File: config.mk
export PLATFORM = sky130hd
export DESIGN_NAME = tcp_header_option_parser_top
export DESIGN_NICKNAME = d
export VERILOG_FILES = /design/src/sv/thop_pkg.sv /design/src/sv/tcp_header_option_parser_top.sv
export SDC_FILE = /design/constraint.sdc
export NUM_CORES = 2
export LEC_CHECK = 0
export BUFFER_PORTS_ARGS = -buffer_cell sky130_fd_sc_hd__buf_2
export CAP_MARGIN = 20
export CORE_UTILIZATION = 26
export DETAILED_ROUTE_END_ITERATION = 8
export PLACE_DENSITY_LB_ADDON = 0.05
export SLEW_MARGIN = 30
export SYNTH_ARGS = -nofsm -noshare
export SYNTH_HDL_FRONTEND = slang
export SYNTH_SLANG_ARGS = --single-unit
File: constraint.sdc
create_clock -name clk -period 4.6 [get_ports clk]
set_input_delay 0.92 -clock clk [delete_from_list [all_inputs] [get_ports clk]]
set_output_delay 0.92 -clock clk [all_outputs]
set_load 0.05 [all_outputs]
File: src/sv/thop_pkg.sv
package thop_pkg;

    localparam logic [2:0] REC_HDR_MAIN = 3'd0;
    localparam logic [2:0] REC_HDR_TAIL = 3'd1;
    localparam logic [2:0] REC_OPTION   = 3'd2;
    localparam logic [2:0] REC_SACK_BLK = 3'd3;
    localparam logic [2:0] REC_UNK_DATA = 3'd4;
    localparam logic [2:0] REC_PAYLOAD  = 3'd5;
    localparam logic [2:0] REC_END      = 3'd6;

    localparam logic [2:0] OPT_EOL     = 3'd0;
    localparam logic [2:0] OPT_NOP     = 3'd1;
    localparam logic [2:0] OPT_MSS     = 3'd2;
    localparam logic [2:0] OPT_WSCALE  = 3'd3;
    localparam logic [2:0] OPT_SACK_OK = 3'd4;
    localparam logic [2:0] OPT_SACK    = 3'd5;
    localparam logic [2:0] OPT_TSTAMP  = 3'd6;
    localparam logic [2:0] OPT_UNKNOWN = 3'd7;

    localparam logic [7:0] KIND_MSS     = 8'd2;
    localparam logic [7:0] KIND_WSCALE  = 8'd3;
    localparam logic [7:0] KIND_SACK_OK = 8'd4;
    localparam logic [7:0] KIND_SACK    = 8'd5;
    localparam logic [7:0] KIND_TSTAMP  = 8'd8;

    typedef struct packed {
        logic [2:0]  rec;
        logic [15:0] half_a;
        logic [15:0] half_b;
        logic [31:0] word_a;
        logic [31:0] word_b;
        logic [5:0]  hdr_len;
        logic [5:0]  flags;
        logic [2:0]  opt;
        logic [7:0]  opt_len;
        logic        bad;
        logic        last;
    } res_t;

    // known kinds need set lengths, SACK 8n+2 > 2
    function automatic logic [2:0] opt_classify(input logic [7:0] kind, input logic [7:0] len);
        logic [2:0] t;
        t = OPT_UNKNOWN;
        if (kind == KIND_MSS && len == 8'd4)
            t = OPT_MSS;
        else if (kind == KIND_WSCALE && len == 8'd3)
            t = OPT_WSCALE;
        else if (kind == KIND_SACK_OK && len == 8'd2)
            t = OPT_SACK_OK;
        else if (kind == KIND_SACK && len > 8'd2 && len[2:0] == 3'd2)
            t = OPT_SACK;
        else if (kind == KIND_TSTAMP && len == 8'd10)
            t = OPT_TSTAMP;
        return t;
    endfunction

endpackage

File: src/sv/tcp_header_option_parser_top.sv
// TCP header and option parser.
// Input channel (in_valid/in_ready): one segment byte per transaction in wire
// order, final_byte set on the last byte. Output channel (out_valid/out_ready):
// one result record per transaction, last_result marking the final record
// caused by a given input byte.
// Records of a byte are queued the cycle after it is accepted; output shows the queue head.
// Throughput: one byte per cycle while bytes make at most one record and out_ready is high.
// Every byte's records go into a four-entry result queue and are drained one
// per cycle while out_ready is high; input is taken while at most one record is
// queued, so a byte that makes two records (byte 19, or a last byte that makes
// a record of its own besides the end record) holds off the next byte, as does
// a segment that ends at byte 19, which makes three.
// A stalled receiver simply fills the queue; input stops once two or more
// records wait, and nothing is dropped.
// Reset empties the queue and returns the parser to the first byte of a
// segment; the parser also returns there internally after every last byte.
module tcp_header_option_parser_top
    import thop_pkg::*;
(
    input  logic        clk,
    input  logic        rst_n,
    input  logic        in_valid,
    output logic        in_ready,
    input  logic [7:0]  data_byte,
    input  logic        final_byte,
    output logic        out_valid,
    input  logic        out_ready,
    output logic [2:0]  record,
    output logic [15:0] half_a,
    output logic [15:0] half_b,
    output logic [31:0] word_a,
    output logic [31:0] word_b,
    output logic [5:0]  header_length,
    output logic [5:0]  flag_bits,
    output logic [2:0]  option_type,
    output logic [7:0]  option_length,
    output logic        bad,
    output logic        last_result
);

    typedef enum logic [1:0] {PH_KIND, PH_LEN, PH_DATA} phase_t;

    logic [15:0]  pos_reg,   pos_next;
    logic [5:0]   off_reg,   off_next;
    logic [151:0] hdr_reg,   hdr_next;
    phase_t       phase_reg, phase_next;
    logic [7:0]   kind_reg,  kind_next;
    logic [7:0]   len_reg,   len_next;
    logic [7:0]   cnt_reg,   cnt_next;
    logic [63:0]  val_reg,   val_next;
    logic         sbad_reg,  sbad_next;
    res_t         q_reg [4];
    res_t         q_next [4];
    logic [2:0]   qcnt_reg,  qcnt_next;

    logic         accept;
    logic         pop;
    logic [159:0] hdr_all;
    logic [3:0]   doff;
    logic         off_low;
    logic [1:0]   mn;
    logic [1:0]   nres;
    res_t         m0, m1, endr;
    res_t         slot [3];
    logic [2:0]   t;
    logic [7:0]   c;
    logic [63:0]  v;
    logic         end_bad;
    logic [1:0]   base;
    res_t         sh [4];

    assign in_ready  = (qcnt_reg <= 3'd1);
    assign accept    = in_valid && in_ready;
    assign out_valid = (qcnt_reg != 3'd0);
    assign pop       = out_valid && out_ready;

    assign hdr_all = {hdr_reg, data_byte};
    assign doff    = hdr_all[63:60];
    assign off_low = (doff < 4'd5);

    always_comb
    begin
        pos_next   = pos_reg;
        off_next   = off_reg;
        hdr_next   = hdr_reg;
        phase_next = phase_reg;
        kind_next  = kind_reg;
        len_next   = len_reg;
        cnt_next   = cnt_reg;
        val_next   = val_reg;
        sbad_next  = sbad_reg;
        mn         = 2'd0;
        m0         = '0;
        m1         = '0;
        endr       = '0;
        t          = OPT_UNKNOWN;
        c          = 8'd0;
        v          = 64'd0;
        end_bad    = 1'b0;

        if (accept)
        begin
            if (pos_reg < 16'd20)
            begin
                hdr_next = {hdr_reg[143:0], data_byte};
                if (pos_reg == 16'd19)
                begin
                    off_next = {doff, 2'b00};
                    if (off_low)
                        sbad_next = 1'b1;
                    m0.rec     = REC_HDR_MAIN;
                    m0.half_a  = hdr_all[159:144];
                    m0.half_b  = hdr_all[143:128];
                    m0.word_a  = hdr_all[127:96];
                    m0.word_b  = hdr_all[95:64];
                    m0.hdr_len = {doff, 2'b00};
                    m0.flags   = hdr_all[53:48];
                    m0.bad     = off_low;
                    m1.rec     = REC_HDR_TAIL;
                    m1.half_a  = hdr_all[47:32];
                    m1.half_b  = hdr_all[15:0];
                    m1.word_a  = {16'd0, hdr_all[31:16]};
                    m1.bad     = off_low;
                    mn         = 2'd2;
                end
            end
            else if (pos_reg < {10'd0, off_reg})
            begin
                case (phase_reg)
                    PH_KIND:
                    begin
                        if (data_byte <= 8'd1)
                        begin
                            m0.rec     = REC_OPTION;
                            m0.opt     = data_byte[2:0];
                            m0.opt_len = 8'd1;
                            mn         = 2'd1;
                        end
                        else
                        begin
                            kind_next  = data_byte;
                            phase_next = PH_LEN;
                        end
                    end
                    PH_LEN:
                    begin
                        len_next   = data_byte;
                        cnt_next   = 8'd0;
                        val_next   = 64'd0;
                        phase_next = PH_DATA;
                        t          = opt_classify(kind_reg, data_byte);
                        m0.rec     = REC_OPTION;
                        m0.opt     = t;
                        m0.opt_len = data_byte;
                        if (t == OPT_SACK_OK)
                        begin
                            mn         = 2'd1;
                            phase_next = PH_KIND;
                        end
                        else if (t == OPT_SACK)
                        begin
                            m0.word_a = {27'd0, data_byte[7:3]};
                            mn        = 2'd1;
                        end
                        else if (t == OPT_UNKNOWN)
                        begin
                            m0.word_a  = {24'd0, data_byte};
                            m0.opt_len = kind_reg;
                            mn         = 2'd1;
                            if (data_byte <= 8'd2)
                                phase_next = PH_KIND;
                        end
                    end
                    PH_DATA:
                    begin
                        c         = cnt_reg + 8'd1;
                        v         = {val_reg[55:0], data_byte};
                        cnt_next  = c;
                        val_next  = v;
                        t         = opt_classify(kind_reg, len_reg);
                        m0.opt    = t;
                        m0.opt_len = len_reg;
                        m0.rec    = REC_OPTION;
                        if (t == OPT_MSS && c == 8'd2)
                        begin
                            m0.word_a = {16'd0, v[15:0]};
                            mn        = 2'd1;
                        end
                        else if (t == OPT_WSCALE && c == 8'd1)
                        begin
                            m0.word_a = {24'd0, v[7:0]};
                            mn        = 2'd1;
                        end
                        else if (t == OPT_TSTAMP && c == 8'd8)
                        begin
                            m0.word_a = v[63:32];
                            m0.word_b = v[31:0];
                            mn        = 2'd1;
                        end
                        else if (t == OPT_SACK && c[2:0] == 3'd0)
                        begin
                            m0.rec    = REC_SACK_BLK;
                            m0.word_a = v[63:32];
                            m0.word_b = v[31:0];
                            mn        = 2'd1;
                        end
                        else if (t == OPT_UNKNOWN)
                        begin
                            m0.rec     = REC_UNK_DATA;
                            m0.word_a  = {24'd0, data_byte};
                            m0.opt_len = kind_reg;
                            mn         = 2'd1;
                        end
                        if (({1'b0, c} + 9'd2) >= {1'b0, len_reg})
                            phase_next = PH_KIND;
                    end
                    default:
                    begin
                        phase_next = PH_KIND;
                    end
                endcase
                // option still open at the end of the header: truncated
                if ((pos_reg + 16'd1) == {10'd0, off_reg} && phase_next != PH_KIND)
                begin
                    sbad_next  = 1'b1;
                    phase_next = PH_KIND;
                end
            end
            else
            begin
                m0.rec    = REC_PAYLOAD;
                m0.word_a = {24'd0, data_byte};
                mn        = 2'd1;
            end

            if (pos_reg != 16'hFFFF)
                pos_next = pos_reg + 16'd1;

            if (final_byte)
            begin
                end_bad = sbad_next || (pos_reg < 16'd19) ||
                          (({1'b0, pos_reg} + 17'd1) < {11'd0, off_next});
                endr.rec     = REC_END;
                endr.word_a  = {16'd0, pos_reg} + 32'd1;
                endr.hdr_len = off_next;
                endr.bad     = end_bad;
                pos_next   = 16'd0;
                off_next   = 6'd0;
                phase_next = PH_KIND;
                kind_next  = 8'd0;
                len_next   = 8'd0;
                cnt_next   = 8'd0;
                val_next   = 64'd0;
                sbad_next  = 1'b0;
            end
        end
    end

    // pack this byte's records in order, end record after the others
    always_comb
    begin
        nres    = mn + {1'b0, accept && final_byte};
        slot[0] = (mn != 2'd0) ? m0 : endr;
        slot[1] = (mn == 2'd2) ? m1 : endr;
        slot[2] = endr;
        slot[0].last = (nres == 2'd1);
        slot[1].last = (nres == 2'd2);
        slot[2].last = (nres == 2'd3);
    end

    always_comb
    begin
        for (int i = 0; i < 3; i++)
            sh[i] = pop ? q_reg[i + 1] : q_reg[i];
        sh[3] = q_reg[3];
        q_next = sh;
        base   = qcnt_reg[1:0] - {1'b0, pop};
        if (accept)
        begin
            for (int k = 0; k < 3; k++)
            begin
                if (2'(k) < nres)
                    q_next[2'(base + 2'(k))] = slot[k];
            end
        end
        qcnt_next = qcnt_reg - {2'd0, pop} + (accept ? {1'b0, nres} : 3'd0);
    end

    always_ff @(posedge clk or negedge rst_n)
    begin
        if (!rst_n)
        begin
            pos_reg   <= '0;
            off_reg   <= '0;
            hdr_reg   <= '0;
            phase_reg <= PH_KIND;
            kind_reg  <= '0;
            len_reg   <= '0;
            cnt_reg   <= '0;
            val_reg   <= '0;
            sbad_reg  <= 1'b0;
            qcnt_reg  <= '0;
            for (int i = 0; i < 4; i++)
                q_reg[i] <= '0;
        end
        else
        begin
            pos_reg   <= pos_next;
            off_reg   <= off_next;
            hdr_reg   <= hdr_next;
            phase_reg <= phase_next;
            kind_reg  <= kind_next;
            len_reg   <= len_next;
            cnt_reg   <= cnt_next;
            val_reg   <= val_next;
            sbad_reg  <= sbad_next;
            qcnt_reg  <= qcnt_next;
            q_reg     <= q_next;
        end
    end

    assign record        = q_reg[0].rec;
    assign half_a        = q_reg[0].half_a;
    assign half_b        = q_reg[0].half_b;
    assign word_a        = q_reg[0].word_a;
    assign word_b        = q_reg[0].word_b;
    assign header_length = q_reg[0].hdr_len;
    assign flag_bits     = q_reg[0].flags;
    assign option_type   = q_reg[0].opt;
    assign option_length = q_reg[0].opt_len;
    assign bad           = q_reg[0].bad;
    assign last_result   = q_reg[0].last;

endmodule

### Yosys cells after proc, flatten, opt, wreduce, memory -nomap -nowiden

Index checks and enable logic that the tools add are counted.

| storage, ports and cells | value |
|---|---|
| register bits after elaboration | 756 |
| bits of input ports | 13 |
| output and inout bits | 126 |

| operators by class | value |
|---|---|
| $add $sub $neg | 11 |
| magnitude comparators | 20 |
| equal/unequal tests | 37 |
| mux-type cells | 152 |
| bitwise logic cells | 3 |
| reduce and logical (&&, ||, !) cells | 41 |

Operator list:

| kind | number |
|---|---|
| $mux 496 | 6 |
| $bwmux 496 | 3 |
| $mux 124 | 8 |
| $demux 124 s2 | 3 |
| $mux 32 | 10 |
| $mux 65 | 3 |
| $mux 8 | 24 |
| $mux 56 | 3 |
| $mux 64 | 2 |
| $mux 123 | 1 |
| $pmux 56 s2 | 1 |
| $mux 108 | 1 |
| $pmux 32 s2 | 1 |
| $mux 3 | 21 |
| $eq 8x2->1 const B | 7 |
| $mux 2 | 22 |
| $mux 6 | 6 |
| $add 16x1->17 const B | 2 |
| $mux 17 | 2 |
| $mux 11 | 3 |
| $pmux 11 s3 | 1 |
| $eq 8x3->1 const B | 4 |
| $eq 8x4->1 const B | 4 |
| $lt 16x5->1 const B | 2 |
| 48 further kinds | 124 |

### Logic depth before layout (Yosys ltp)

| depth | value |
|---|---|
| depth after elaboration | 39 |
| mapped depth | 22 |

### Worst setup path after synthesis

Ideal clock, no wire load.

| path | value |
|---|---|
| path kind | register to register |
| start point | register qcnt_reg[1] |
| end point | register q_reg[279] in the netlist's numbering |
| setup time | 0.138 ns |
| data arrival time | 5.059 ns |
| required time | 4.462 ns |
| slack | -0.597 ns |
| cell stages (with the launch flop) | 19 |
| buffers on the path | 7 |
| cell sequence | dfrtp_1 -> clkbuf_1 -> nor2_1 -> nand2_1 -> nand2_1 -> inv_2 -> buf_2 -> clkbuf_1 -> clkbuf_1 -> clkbuf_1 -> ha_1 -> xnor2_1 -> nor2_1 -> nand2_1 -> a21o_1 -> a31oi_1 -> buf_2 -> clkbuf_1 -> o22ai_1 |

RTL lines:

| item | line | RTL |
|---|---|---|
| start: declaration | tcp_header_option_parser_top.sv:54 | `logic [2:0] qcnt_reg, qcnt_next;` |
| start signal: assignment | tcp_header_option_parser_top.sv:317 | `qcnt_reg <= qcnt_next;` |
| end signal: assignment | tcp_header_option_parser_top.sv:318 | `q_reg <= q_next;` |
| end: declaration | tcp_header_option_parser_top.sv:52 | `res_t q_reg [4];` |

==> key figures <==
STA
  • Fin. Hold Viols: 0
  • Fin Hold WS: 0.274 ns
  • Min Tclk post-route: 4.51 ns
  • Final setup vio count: 0
  • Slew @ Worst Pin: 0.997 ns
  • Max-slew violation count: 0
  • Fin Clk Skew: 0.0437 ns
  • F_max: 222 MHz
  • Period utilization: 98.0%
  • Slew HR: 33.5%

Synthesis
  • Mapped Area: 38100 um^2
  • Gate Count Post-Synth: 3883
  • Seq cells post-synth: 756
  • Number of synthesized flops with an enable pin: 0
  • Post-synth ARST share: 100%
  • Mapped Avg Cell Area: 9.80 um^2
  • YS warnings: 0
  • Unique cell type count in the Yosys netlist: 89
  • Seq/Total Area, Yosys: 49.7%
  • Primary FF master, synth: dfrtp_1
  • Syn nets: 3931

Global routing
  • GR Overflow Total: 0
  • Pin count of the biggest net entering global routing: 132
  • Overall routing resource usage: 21.1%
  • Initial antenna violation count: 8
  • First-pass GRT wire length: 230000 um
  • Vias in the first global route: 31300

Placement
  • GP Congestion: 0.830
  • Dpl hpwl: 108000 um
  • Port bufs: 138

Clock network
  • Reg clk slew, reported paths: 0.06 ns
  • CTS sink count: 756
  • Worst-Skew Late Latency: 0.72 ns
  • # hold bufs at CTS: 0
  • Root Driver: clkbuf_16
  • Clock buffer depth: 3
  • CTS H-Tree Depth: 3
  • Total CTS buffers: 99
  • CTS tree: done

Finish
  • Share of cells above drive strength 1: 20.7%
  • Number of flip-flops under the largest register name: 372
  • Net count, final: 4076
  • Multi-input combinational cell area: 17000 um^2
  • Fillers: 15100
  • Synthesis-to-layout area growth: 20.2%
  • Sequential cell area: 18900 um^2

Power
  • Leak: 19.9 nW
  • IR drop worst, VDD: 0.000279 V
  • Tot Pwr: 20.8 mW
  • Pwr dens: 455 nW/um^2

Floorplan
  • Number of placed I/O pins: 139
  • Die Wd: 385 um
  • Core Box Area: 145000 um^2
  • Die Footprint: 148000 um^2
  • Initial Util: 26.2%
  • Row count: 140
  • Die height: 385 um

Worst setup path
  • CP Data Arrival Time: 5.07 ns
  • Crit-path max FO: 5
  • Setup crit end kind: flip-flop
  • Critical path class: flip-flop to flip-flop
  • Req. time, crit path: 5.16 ns
  • CP Launch Type: flip-flop

Hold path
  • Min-Delay Path Class: input port to asynchronous set/reset pin

Detailed routing
  • Average via count per standard cell: 5.13
  • Total number of vias: 30900
  • Drt first-iter violations: 2279
  • Routed Antenna Nets: 0
  • Drt pass-1 iters: 7
  • Remaining DRCs: 0
  • Drt total wl: 157000 um
  • DR WL/cell: 26.1 um

Outcome
  • Outcome: finished, final reports clean

Flow run
  • # Max-Cap Violations: 0
-- layout by cell type (no fill, tap or decap), types with 42 or more instances in the layout --
cell type,Yosys,layout
a21oi_1,204,203
a22o_1,44,44
a22oi_1,110,110
a31oi_1,62,57
buf_12,0,63
buf_2,64,137
buf_4,124,261
clkbuf_16,0,100
dfrtp_1,756,756
inv_1,42,42
mux2_2,162,162
mux2i_1,252,252
nand2_1,732,729
nand3_1,42,42
nor2_1,121,114
o21ai_0,299,299
o22ai_1,168,168
-- cells by family (layout without fill, tap and decap cells) --
| family | count (synthesis) | after routing | share of synthesized area (%) |
|---|---|---|---|
| multiplexers | 414 | 414 | 11.4 |
| buffers and inverters | 462 | 677 | 6.11 |
| adder cells (fa/ha/maj) | 35 | 35 | 1.17 |
| other | 0 | 4 | 0 |
| flip-flops | 756 | 756 | 49.7 |
| AO/OA/AOI/OAI | 1098 | 1098 | 18.4 |
| XOR/XNOR | 36 | 36 | 0.865 |
| AND/OR/NAND/NOR | 1082 | 1082 | 12.3 |
-- cells in the mapped netlist (34+ instances only) --
library cell / n / share of area (%)
a21oi_1: 204 / 2.7
a22o_1: 44 / 1.0
a22oi_1: 110 / 2.2
a31oi_1: 62 / 1.0
buf_2: 64 / 0.84
buf_4: 124 / 2.4
clkbuf_1: 205 / 2.0
dfrtp_1: 756 / 50
ha_1: 34 / 1.1
inv_1: 42 / 0.41
mux2_2: 162 / 4.8
mux2i_1: 252 / 6.6
nand2_1: 732 / 7.2
nand3_1: 42 / 0.55
nor2_1: 121 / 1.2
o21ai_0: 299 / 3.9
o22ai_1: 168 / 2.8
-- stage by stage --
stage	worst slack (ns)	cell area (um^2)	TNS [ns]	utilization (%)	std cells
floorplan	0.00600	38100	0	-	3883
global placement	-0.230	42400	-50.42	29.2	5841
detailed placement	-0.275	42400	-71.15	29.2	5841
CTS	0.0147	45700	0	31.4	6012
global route	-0.0348	45700	-0.0410	31.4	6015
finish	0.0927	45700	0	31.5	6019
-- power by group --
group	total, mW	internal (mW)	switching [mW]
Sequential	8.11	7.27	0.840
Clock	8.00	4.79	3.22
Combinational	4.70	1.74	2.96
Total	20.8	13.8	7.01
-- layout make-up --
cell class	count	area share (%)
clock inverter	26	0.854
tap	1917	5.24
inverter	44	0.378
timing repair buffer	462	8.57
clock buffer	145	6.34
antenna	4	0.0219
multi-input combinational	2665	37.2
sequential	756	41.4
-- worst paths after layout --
path                            start          to  slack, ns  depth (start not counted)
setup / recovery           len_reg[7]  q_reg[246]       0.09                         17
hold / removal                  rst_n  word_b[19]       0.27                          1
setup reg to reg           len_reg[7]  q_reg[246]       0.09                         17
hold reg to reg             q_reg[37]   q_reg[37]       0.48                          2
max in group asynchronous       rst_n  q_reg[247]       3.17                          2
min in group clk            q_reg[37]   q_reg[37]       0.48                          2
-- worst max-delay path: stages (launching register included) --
cell and delay [ns]:
dfrtp_1 0.38, or4_1 0.65, nor4_2 0.37, buf_4 0.18
a21oi_1 0.06, a31o_2 0.29, o21a_1 0.22, nor2_2 0.14
inv_1 0.09, ha_1 0.29, nor3_2 0.32, o21ai_4 0.09
nor2_1 0.27, buf_4 0.19, nand2_1 0.09, a2111oi_1 0.47
buf_4 0.19, o21ai_0 0.07
-- timing repair --
item,4_1_cts,5_1_grt
setup endpoints to repair,0,71
buffers inserted,0,3
gates resized for setup,0,4
-- per-layer routing --
layer,share of wire (%),global-route usage (%),wire (um),vias up
met5,0,0,0,-
met2,44,31.9,68900,738
met3,5.0,3.54,7840,166
met1,49,30.7,76600,15800
met4,2.5,6.17,3890,0
li1,-,-,-,14200
Note: power is estimated with default switching activity, not from simulation.
